### config.mk
export PLATFORM = sky130hd
export DESIGN_NAME = primitive_to_triangle_assembler
export DESIGN_NICKNAME = d
export VERILOG_FILES = /design/src/hdl/pta_pkg.sv /design/src/hdl/pta_corner_gen.sv /design/src/hdl/primitive_to_triangle_assembler.sv
export SDC_FILE = /design/constraint.sdc
export NUM_CORES = 2
export LEC_CHECK = 0
export ABC_AREA = 1
export ABC_CLOCK_PERIOD_IN_PS = 11700
export BUFFER_PORTS_ARGS = -buffer_cell sky130_fd_sc_hd__buf_2
export CORE_MARGIN = 10
export CORE_UTILIZATION = 40
export DETAILED_ROUTE_END_ITERATION = 6
export PLACE_DENSITY = 0.55
export RECOVER_POWER = 50
export SLEW_MARGIN = 20
export SYNTH_ARGS = -nofsm -noshare
export SYNTH_HDL_FRONTEND = slang
export SYNTH_SLANG_ARGS = --single-unit
### constraint.sdc
create_clock -name clk -period 11.7 [get_ports clk]
set_input_delay 1.17 -clock clk [delete_from_list [all_inputs] [get_ports clk]]
set_output_delay 1.17 -clock clk [all_outputs]
set_load 0.02 [all_outputs]
### src/hdl/pta_pkg.sv
package pta_pkg;

  localparam int MAX_VERTS = 64;
  localparam int TAG_BITS  = 16;

  // Handle width on the ports is fixed; the store keeps only the bits that survive.
  localparam int PORT_TAG_W = 16;
  localparam int STORE_W    = (TAG_BITS < PORT_TAG_W) ? TAG_BITS : PORT_TAG_W;
  localparam int IDX_W      = $clog2(MAX_VERTS);
  localparam int CNT_W      = $clog2(MAX_VERTS + 1);
  localparam int K_W        = CNT_W + 1;

  localparam logic [1:0] CMD_BEGIN  = 2'd0;
  localparam logic [1:0] CMD_VERTEX = 2'd1;
  localparam logic [1:0] CMD_END    = 2'd2;

  localparam logic [3:0] MODE_TRIS    = 4'd4;
  localparam logic [3:0] MODE_STRIP   = 4'd5;
  localparam logic [3:0] MODE_FAN     = 4'd6;
  localparam logic [3:0] MODE_QUADS   = 4'd7;
  localparam logic [3:0] MODE_QSTRIP  = 4'd8;
  localparam logic [3:0] MODE_POLYGON = 4'd9;

  typedef struct packed {
    logic [IDX_W-1:0] addr_a;
    logic [IDX_W-1:0] addr_b;
    logic [IDX_W-1:0] addr_c;
    logic [K_W-1:0]   next_k;
    logic             next_sub;
    logic             more;
  } tri_plan_t;

  function automatic logic [K_W-1:0] start_k(input logic [3:0] mode);
    logic [K_W-1:0] k;
    k = '0;
    if (mode == MODE_FAN || mode == MODE_POLYGON) begin
      k = K_W'(1);
    end
    return k;
  endfunction

  // True when the triangle with base index k still fits in n vertices.
  function automatic logic tri_fits(input logic [3:0] mode, input logic [K_W-1:0] k,
                                    input logic [CNT_W-1:0] n);
    logic [K_W-1:0] nn;
    logic           fits;
    nn   = K_W'(n);
    fits = 1'b0;
    unique case (mode)
      MODE_TRIS, MODE_STRIP:    fits = (k + K_W'(2)) < nn;
      MODE_FAN, MODE_POLYGON:   fits = (k + K_W'(1)) < nn;
      MODE_QUADS, MODE_QSTRIP:  fits = (k + K_W'(3)) < nn;
      default:                  fits = 1'b0;
    endcase
    return fits;
  endfunction

endpackage

### src/hdl/pta_corner_gen.sv
module pta_corner_gen
  import pta_pkg::*;
(
  input  logic [3:0]       mode,
  input  logic [CNT_W-1:0] n,
  input  logic [K_W-1:0]   k,
  input  logic             sub,
  output tri_plan_t        plan
);

  logic [K_W-1:0] k1, k2, k3;
  logic [K_W-1:0] ia, ib, ic;

  assign k1 = k + K_W'(1);
  assign k2 = k + K_W'(2);
  assign k3 = k + K_W'(3);

  always_comb begin
    ia            = k;
    ib            = k1;
    ic            = k2;
    plan.next_k   = k1;
    plan.next_sub = 1'b0;
    unique case (mode)
      MODE_TRIS: begin
        plan.next_k = k3;
      end
      MODE_FAN, MODE_POLYGON: begin
        ia = '0;
        ib = k;
        ic = k1;
      end
      MODE_QUADS: begin
        if (sub) begin
          ib          = k2;
          ic          = k3;
          plan.next_k = k + K_W'(4);
        end else begin
          plan.next_k   = k;
          plan.next_sub = 1'b1;
        end
      end
      MODE_QSTRIP: begin
        if (sub) begin
          ib          = k3;
          ic          = k2;
          plan.next_k = k2;
        end else begin
          ic            = k3;
          plan.next_k   = k;
          plan.next_sub = 1'b1;
        end
      end
      default: begin
      end
    endcase
    plan.addr_a = ia[IDX_W-1:0];
    plan.addr_b = ib[IDX_W-1:0];
    plan.addr_c = ic[IDX_W-1:0];
    plan.more   = tri_fits(mode, plan.next_k, n);
  end

endmodule

### src/hdl/primitive_to_triangle_assembler.sv
// Primitive assembler: turns begin / vertex / end command words into a triangle list.
// Commands enter on start while busy is low; in_cmd selects begin (latches in_prim_mode),
// vertex (stores in_vertex_tag) or end. Begin and vertex words leave busy low, so a
// vertex stream can run at one word per cycle.
// An end word with an open primitive that holds enough vertices raises busy while the
// triangles are produced. Each triangle needs three reads of the vertex memory, which has
// one read port, so each triangle passes through states RD_A, RD_B, RD_C and EMIT,
// and no new word is taken until the last triangle's EMIT is done. Each triangle is
// shown on the out_ ports for one cycle with out_strobe high; out_last_triangle marks
// the final one and out_vertices_dropped reports that vertices beyond the buffer depth
// were discarded. An end word that yields no triangle leaves busy low.
// The receiver cannot stall: every strobe is taken.
// Reset closes any primitive and empties the buffer; the vertex memory is not cleared,
// since only entries written after the last begin or end are ever read.
module primitive_to_triangle_assembler
  import pta_pkg::*;
(
  input  logic                  clk,
  input  logic                  rst_n,
  input  logic                  start,
  output logic                  busy,
  input  logic [1:0]            in_cmd,
  input  logic [3:0]            in_prim_mode,
  input  logic [15:0]           in_vertex_tag,
  output logic                  out_strobe,
  output logic [PORT_TAG_W-1:0] out_corner_a,
  output logic [PORT_TAG_W-1:0] out_corner_b,
  output logic [PORT_TAG_W-1:0] out_corner_c,
  output logic                  out_last_triangle,
  output logic                  out_vertices_dropped
);

  localparam logic [2:0] S_IDLE = 3'd0;
  localparam logic [2:0] S_RD_A = 3'd1;
  localparam logic [2:0] S_RD_B = 3'd2;
  localparam logic [2:0] S_RD_C = 3'd3;
  localparam logic [2:0] S_EMIT = 3'd4;

  logic [STORE_W-1:0] vstore [MAX_VERTS];
  logic [STORE_W-1:0] rd_data_r;
  logic [IDX_W-1:0]   rd_addr;

  logic [2:0]       state_r, state_nxt;
  logic [CNT_W-1:0] count_r, count_nxt;
  logic [3:0]       mode_r, mode_nxt;
  logic             open_r, open_nxt;
  logic             ovf_r, ovf_nxt;

  logic [3:0]       job_mode_r, job_mode_nxt;
  logic [CNT_W-1:0] job_n_r, job_n_nxt;
  logic             job_ovf_r, job_ovf_nxt;
  logic [K_W-1:0]   k_r, k_nxt;
  logic             sub_r, sub_nxt;

  logic [STORE_W-1:0] cap_a_r, cap_b_r;
  logic               strobe_r, strobe_nxt;
  logic [STORE_W-1:0] oa_r, ob_r, oc_r;
  logic               olast_r, odrop_r;

  logic      accept;
  logic      wr_en;
  tri_plan_t plan;

  assign accept = start && (state_r == S_IDLE);
  assign wr_en  = accept && (in_cmd == CMD_VERTEX) && (count_r < CNT_W'(MAX_VERTS));

  pta_corner_gen u_corner_gen (
    .mode (job_mode_r),
    .n    (job_n_r),
    .k    (k_r),
    .sub  (sub_r),
    .plan (plan)
  );

  always_comb begin
    rd_addr = plan.addr_a;
    unique case (state_r)
      S_RD_B:  rd_addr = plan.addr_b;
      S_RD_C:  rd_addr = plan.addr_c;
      default: rd_addr = plan.addr_a;
    endcase
  end

  always_ff @(posedge clk) begin
    if (wr_en) begin
      vstore[count_r[IDX_W-1:0]] <= in_vertex_tag[STORE_W-1:0];
    end
    rd_data_r <= vstore[rd_addr];
  end

  always_comb begin
    state_nxt    = state_r;
    count_nxt    = count_r;
    mode_nxt     = mode_r;
    open_nxt     = open_r;
    ovf_nxt      = ovf_r;
    job_mode_nxt = job_mode_r;
    job_n_nxt    = job_n_r;
    job_ovf_nxt  = job_ovf_r;
    k_nxt        = k_r;
    sub_nxt      = sub_r;
    strobe_nxt   = 1'b0;
    unique case (state_r)
      S_IDLE: begin
        if (accept) begin
          unique case (in_cmd)
            CMD_BEGIN: begin
              mode_nxt  = in_prim_mode;
              open_nxt  = 1'b1;
              count_nxt = '0;
              ovf_nxt   = 1'b0;
            end
            CMD_VERTEX: begin
              if (count_r < CNT_W'(MAX_VERTS)) begin
                count_nxt = count_r + CNT_W'(1);
              end else begin
                ovf_nxt = 1'b1;
              end
            end
            CMD_END: begin
              job_mode_nxt = mode_r;
              job_n_nxt    = count_r;
              job_ovf_nxt  = ovf_r;
              k_nxt        = start_k(mode_r);
              sub_nxt      = 1'b0;
              if (open_r && tri_fits(mode_r, start_k(mode_r), count_r)) begin
                state_nxt = S_RD_A;
              end
              open_nxt  = 1'b0;
              mode_nxt  = '0;
              count_nxt = '0;
              ovf_nxt   = 1'b0;
            end
            default: begin
            end
          endcase
        end
      end
      S_RD_A: state_nxt = S_RD_B;
      S_RD_B: state_nxt = S_RD_C;
      S_RD_C: state_nxt = S_EMIT;
      S_EMIT: begin
        strobe_nxt = 1'b1;
        k_nxt      = plan.next_k;
        sub_nxt    = plan.next_sub;
        state_nxt  = plan.more ? S_RD_A : S_IDLE;
      end
      default: state_nxt = S_IDLE;
    endcase
  end

  always_ff @(posedge clk) begin
    if (!rst_n) begin
      state_r  <= S_IDLE;
      count_r  <= '0;
      mode_r   <= '0;
      open_r   <= 1'b0;
      ovf_r    <= 1'b0;
      strobe_r <= 1'b0;
    end else begin
      state_r  <= state_nxt;
      count_r  <= count_nxt;
      mode_r   <= mode_nxt;
      open_r   <= open_nxt;
      ovf_r    <= ovf_nxt;
      strobe_r <= strobe_nxt;
    end
  end

  // Read data is registered, so each corner arrives in the cycle after its address and is caught a state later.
  always_ff @(posedge clk) begin
    job_mode_r <= job_mode_nxt;
    job_n_r    <= job_n_nxt;
    job_ovf_r  <= job_ovf_nxt;
    k_r        <= k_nxt;
    sub_r      <= sub_nxt;
    if (state_r == S_RD_B) begin
      cap_a_r <= rd_data_r;
    end
    if (state_r == S_RD_C) begin
      cap_b_r <= rd_data_r;
    end
    if (state_r == S_EMIT) begin
      oa_r    <= cap_a_r;
      ob_r    <= cap_b_r;
      oc_r    <= rd_data_r;
      olast_r <= !plan.more;
      odrop_r <= job_ovf_r;
    end
  end

  assign busy                 = (state_r != S_IDLE);
  assign out_strobe           = strobe_r;
  assign out_corner_a         = PORT_TAG_W'(oa_r);
  assign out_corner_b         = PORT_TAG_W'(ob_r);
  assign out_corner_c         = PORT_TAG_W'(oc_r);
  assign out_last_triangle    = olast_r;
  assign out_vertices_dropped = odrop_r;

endmodule

### Word-level counts from Yosys, hierarchy flattened

Memory sizes are Yosys's and may differ from the RTL's. A register that Yosys moved wholly into a read port is not among the register bits.
Index checks and enable logic that the tools add are counted.

* bits in registers: 120
* memory bits (writable): 1024
* memories: 1

* $add $sub $neg: 11
* $lt $le $gt $ge: 7
* eq/ne operators: 23
* multiplexer cells: 40
* reduce and logical (&&, ||, !) cells: 25

Memory list
* vstore: words 64, bits a word 16, read ports 1, clocked after memory_dff 1, wr ports 1, line primitive_to_triangle_assembler.sv:39 `logic [STORE_W-1:0] vstore [MAX_VERTS];`

Operators with widths (count)
* $add A8 B2 Y8 const B: 6
* $lt A8 B7 Y1: 6
* $mux W8: 5
* $pmux W6 S3: 2
* $eq A4 B3 Y1 const B: 8
* $mux W6: 5
* $add A8 B1 Y8 const B: 3
* $pmux W8 S3: 1
* $eq A4 B4 Y1 const B: 4
* $pmux W8 S2: 1
* $pmux W3 S5: 1
* $pmux W7 S2: 1
* $reduce_or A2 Y1: 7
* $mux W1: 13
* $pmux W6 S2: 1
* $reduce_and A3 Y1: 4
* $mux W3: 3
* $add A8 B3 Y8 const B: 1
* $pmux W4 S2: 1
* $reduce_and A4 Y1: 2
* $add A7 B1 Y7 const B: 1
* $lt A7 B7 Y1 const B: 1
* $mux W7: 1
* $eq A3 B2 Y1 const B: 2
* 15 further kinds: 26

### Logic depth before layout (Yosys ltp)

* depth after elaboration: 17
* depth in mapped cells: 25
* mapped depth without buffers: 25

### Hierarchy

A second synthesis with hierarchy kept.

* cell total of the unflattened synthesis: 4976
* area, all modules: 52298.9 µm²

Modules (own cells, without submodules)
* primitive_to_triangle_assembler: times used 1, cells each 4581, area an instance 50115.6 µm²
* pta_corner_gen: times used 1, cells each 395, area an instance 2183.3 µm²

### Worst setup path before layout

Ideal clock, no wire load.

* path kind: register -> register
* from: reg state_r[0]
* to: reg k_r[0], enable pin
* data arrival time: 3.827 ns
* path slack: 7.486 ns
* cell stages (with the launch flop): 6
* clock period less this slack: 4.214 ns
* path through: dfxtp_1 -> nor2_1 -> inv_1 -> nor2_1 -> inv_1 -> o21ai_0

* longest elaborated chain between the ends: 4
* elaborated cells between the ends (all ways): 7
* classes of those cells: eq/ne (3); reduce/logical (4)

RTL lines
* start: declaration: line primitive_to_triangle_assembler.sv:43 `logic [2:0] state_r, state_nxt;`
* start signal: assignment: line primitive_to_triangle_assembler.sv:161 `state_r <= state_nxt;`
* $logic_not A3 Y1: line primitive_to_triangle_assembler.sv:64, primitive_to_triangle_assembler.sv:103
* $logic_and A1 B1 Y1: line primitive_to_triangle_assembler.sv:64 `assign accept = start && (state_r == S_IDLE);`
* $ne A2 B2 Y1 (no line)
* $reduce_and A3 Y1 (no line) (*)
* end signal: assignment: line primitive_to_triangle_assembler.sv:175 `k_r <= k_nxt;`
* end: declaration: line primitive_to_triangle_assembler.sv:52 `logic [K_W-1:0] k_r, k_nxt;`

Mark *: on every way between the ends. The rest lies on a longest branch, timed or not.
A chain may end at the register's enable or synchronous reset.

### Worst setup path in the final report

* from: reg sub_r
* to: reg rd_data_r[4], read port of vstore

* longest elaborated chain between the ends: 3
* elaborated cells between the ends (all ways): 7
* classes of those cells: mux (7)

RTL lines
* start: declaration: line primitive_to_triangle_assembler.sv:53 `logic sub_r, sub_nxt;`
* start signal: assignment: line primitive_to_triangle_assembler.sv:176 `sub_r <= sub_nxt;`
* $mux W6, on equally long branches: line pta_corner_gen.sv:44, pta_corner_gen.sv:34
* $pmux W6 S3: line pta_corner_gen.sv:24 `unique case (mode)`
* $pmux W6 S2 (*): line primitive_to_triangle_assembler.sv:77 `unique case (state_r)`
* end: declaration: line primitive_to_triangle_assembler.sv:40 `logic [STORE_W-1:0] rd_data_r;`

Marks and branches as above.

==> results.md <==
Logic synthesis
- 1160 — number of register bits inferred by synthesis
- 51800 µm² — area of the mapped netlist
- 4826 — syn nets
- 10.9 µm² — mean post-synth cell area
- 0.952% — synthesized-area fraction occupied by ao, oa, aoi and oai cells
- 0% — share of cell area taken by muxes after synthesis
- 65.4% — area share of the largest cell type after synthesis
- 37 — count of unique library cells instantiated by Yosys
- edfxtp_1 — dominant cell type by area after synthesis
- 0.822% — post-synthesis adder-cell area fraction
- 0.271% — Post-Synth XOR/XNOR Area
- 4767 — Post-Synthesis Cells
- 66.6% — proportion of synthesized chip area in sequential cells
- simple AND/OR/NAND/NOR gates — dominant combinational cell family by area after synthesis
- 23.4% — share of synthesized cell area in and, or, nand and nor gates
- 0 — number of warnings issued by yosys
- edfxtp_1 (65%), nand3_1 (11%), nand2_1 (5.9%) — top post-synthesis cells by area

Timing
- 56.6% — period utilization
- 6.63 ns — crit path time final
- 5.07 ns — least setup slack across all paths after layout
- 0 ns — setup total negative slack
- 151 MHz — Highest Clock Rate
- 0 — count of final setup violators
- 0 — count of endpoints failing hold in the final timing report
- 0.0362 ns — Fin Clk Skew
- 0.417 ns — minimum hold slack
- false — RSZ-0062 raised after global routing
- 4.08 ns — Worst Max-Slew Pin Slew
- -172% — worst slew margin relative to its limit
- 1093 — count of pins over their slew limit

Floorplan
- 40.4% — initial core utilization
- 131 — standard-cell rows
- 380 µm — Chip Width
- 77 — number of placed I/O pins
- 380 µm — die span in y
- 144000 µm² — area of the die
- 128000 µm² — core outline area

Clock tree
- clkbuf_16 — Root Driver
- 121 — number of buffers created by CTS
- 0.76 ns — later-pin clock latency in the skew report
- 3 — maximum buffer depth of the clock tree
- 0 — Gates resized, CTS repair
- 1160 — number of sinks on the clock net
- 0 — CTS Hold Buffers Added
- yes — CTS tree
- 0 — Post-CTS Setup Inserts
- 0.06 ns — clk slew on worst S/H paths
- 3 — number of H-tree levels

Run status
- finished with violations — run status
- capacitance limit, slew limit — failing checks

Detailed routing
- 6 — number of iterations in the first detailed-routing pass
- 152000 µm — post-detailed-routing wire length
- 3722 — DRT iter0 DRCs
- 0 — DRC
- 5.32 — vias per std cell
- 22.9 µm — wire length per cell after detailed routing
- 0 — number of nets with antenna violations after detailed routing
- 35400 — routed via count

Cells and area
- 11800 — Filler Cell Count
- 8.03% — share of cells above drive strength 1
- 12.0% — Syn-to-layout area delta
- 4871 — post-layout net count

Critical path
- 12.31 ns — worst endpoint required time
- sub_r$_SDFFCE_PN0P_ — worst setup path start
- flip-flop to flip-flop — category of the most critical setup path
- flip-flop — Crit. End Element
- edfxtp_1 — Max stage delay cell, worst path
- simple AND/OR/NAND/NOR gates — Crit path max-delay family
- 4 — sum of buffers and inverters on the critical path
- clkinv_1 -> ha_1 -> inv_1 -> nand2_1 -> o21ai_0 -> nor2_1 -> nand2_8 -> nand3_4 -> buf_4 -> buf_4 -> nand2_1 -> nand3_1 -> nand3_1 -> nand3_1 -> nand3_1 -> nand3_1 -> nand2_1 — CP cell instances
- 0.84 ns — delay contributed by the slowest stage of the critical path
- sub_r$_SDFFCE_PN0P_ — beginning of the worst register-to-register path
- flip-flop — kind of start point of the critical path
- 5.07 ns — slack of the worst reg-to-reg path
- nand3_1 — most frequent cell on the critical path
- 120 — Critical Path Fanout Max
- 7.24 ns — arrival time of data at the critical path endpoint

Power
- 0.145 mV — peak supply drop
- 165 nW/µm² — power density over cell area
- 22.7 nW — standby leakage power

GRT
- 8 — initial antenna violation count
- 173 — maximum number of pins on one net before global-route repair
- 225000 µm — wire length of the first global-routing pass
- 33300 — vias in the first global route
- 0 — overall overflow remaining after global route
- 20.4% — GR Util All Layers

Worst hold path
- flip-flop to flip-flop — Min-Delay Path Class
- cap_a_r[12]$_DFFE_PP_ — HP Start

Placed design
- 76 — number of buffers added on ports
- 0.874 — routability congestion estimate from global placement
- 5.19 ns — Placement Setup Slack
- 83800 µm — total half-perimeter wirelength after legalization and detailed placement

Run
- 17 — maxcap violations

[per-stage QoR]
step	std cells	util (%)	power [mW]	cell area, µm²
2_1_floorplan	4767	-	5.30	51800
3_3_place_gp	6417	42.2	5.74	54000
3_5_place_dp	6418	42.2	5.74	54000
4_1_cts	6646	45.4	9.66	58100
5_1_grt	6646	45.3	9.91	58000
6_report	6647	45.3	9.59	58000
[Yosys cell counts]
cell,n
xor2_1,13
edfxtp_1,1127
a21oi_2,1
inv_1,722
o211ai_1,5
o22ai_1,4
nor2_2,4
nand2_1,818
nor4_1,1
clkbuf_1,16
inv_2,4
a31oi_1,2
nor3_1,6
o21ai_1,12
xnor2_1,3
nor2_1,132
o21ai_0,37
nand4_1,11
nand3_2,1
clkinv_1,2
o221ai_2,1
dfxtp_1,33
and2_1,1
a211oi_1,2
nor2_4,3
nand2_2,3
nand3_1,1128
buf_2,242
a21oi_1,25
buf_4,9
nand3b_1,353
ha_1,34
buf_1,7
buf_6,2
nand3_4,1
o2111ai_1,1
nand2_4,1
[area by class of cell]
cell class / count / area [µm²] / share of cell area, %
Timing Repair Buffer: 198 / 1300 / 2.24
Sequential cell: 1160 / 34500 / 59.5
Clock inverter: 72 / 782 / 1.35
Inverter: 728 / 2740 / 4.72
Antenna cell: 1 / 2.50 / 0.00432
Tap cell: 1729 / 2160 / 3.73
Clock buffer: 156 / 3290 / 5.67
Multi-Input combinational cell: 2603 / 13200 / 22.8
[flip-flops by register name, summed over array words and instances, names as in the netlist, 3 cells and up]
name          cells
out_corner_c     16
mode_r            4
state_r           3
job_mode_r        4
k_r               8
vstore         1024
cap_a_r          16
count_r           7
out_corner_a     16
cap_b_r          16
out_corner_b     16
job_n_r           7
rd_data_r        16
[cells by family after synthesis]
| family | count (synthesis) |
|---|---|
| buffers and inverters | 1004 |
| flip-flops | 1160 |
| AND/OR/NAND/NOR | 2463 |
| AO/OA/AOI/OAI | 90 |
| XOR/XNOR | 16 |
| adder cells (fa/ha/maj) | 34 |
[power by group]
group	total (mW)	switching [mW]	internal [mW]
clock network	3.93	1.66	2.27
registers	4.68	0.0689	4.61
logic	0.991	0.749	0.241
[placed cells by master, fill, tap and decap left out, types with 2 or more instances in the layout]
cell type / synthesis / layout
edfxtp_1: 1127 / 1127
nand3_1: 1128 / 1126
nand2_1: 818 / 818
inv_1: 722 / 721
nand3b_1: 353 / 353
nor2_1: 132 / 127
clkbuf_16: 0 / 121
buf_4: 9 / 98
buf_2: 242 / 75
clkbuf_1: 16 / 41
o21ai_0: 37 / 37
ha_1: 34 / 34
dfxtp_1: 33 / 33
clkinv_2: 0 / 28
a21oi_1: 25 / 25
clkinv_1: 2 / 19
xor2_1: 13 / 13
bufinv_16: 0 / 13
clkbuf_8: 0 / 13
o21ai_1: 12 / 12
nand4_1: 11 / 11
nor2_2: 4 / 8
nor3_1: 6 / 6
o211ai_1: 5 / 5
clkinvlp_4: 0 / 5
inv_6: 0 / 5
buf_12: 0 / 5
inv_2: 4 / 4
nor2_4: 3 / 4
o22ai_1: 4 / 4
xnor2_1: 3 / 3
nand3_4: 1 / 3
clkinv_16: 0 / 3
nand2_4: 1 / 2
a211oi_1: 2 / 2
a31oi_1: 2 / 2
[final timing paths]
check | endpoint | cells after the start
max | rd_data_r[4]$_DFF_P_ | 17
min | out_corner_a[12]$_DFFE_PP_ | 0
max reg2reg | rd_data_r[4]$_DFF_P_ | 17
min reg2reg | out_corner_a[12]$_DFFE_PP_ | 0
[routing by layer]
metal,wire [µm],up-vias,GRT usage (%)
met2,71000,1319,32.8
met1,65800,17400,28.3
li1,-,16300,-
met4,4780,4,6.52
met5,34,-,0
met3,10700,240,3.08
(Power assumes the default switching activity.)
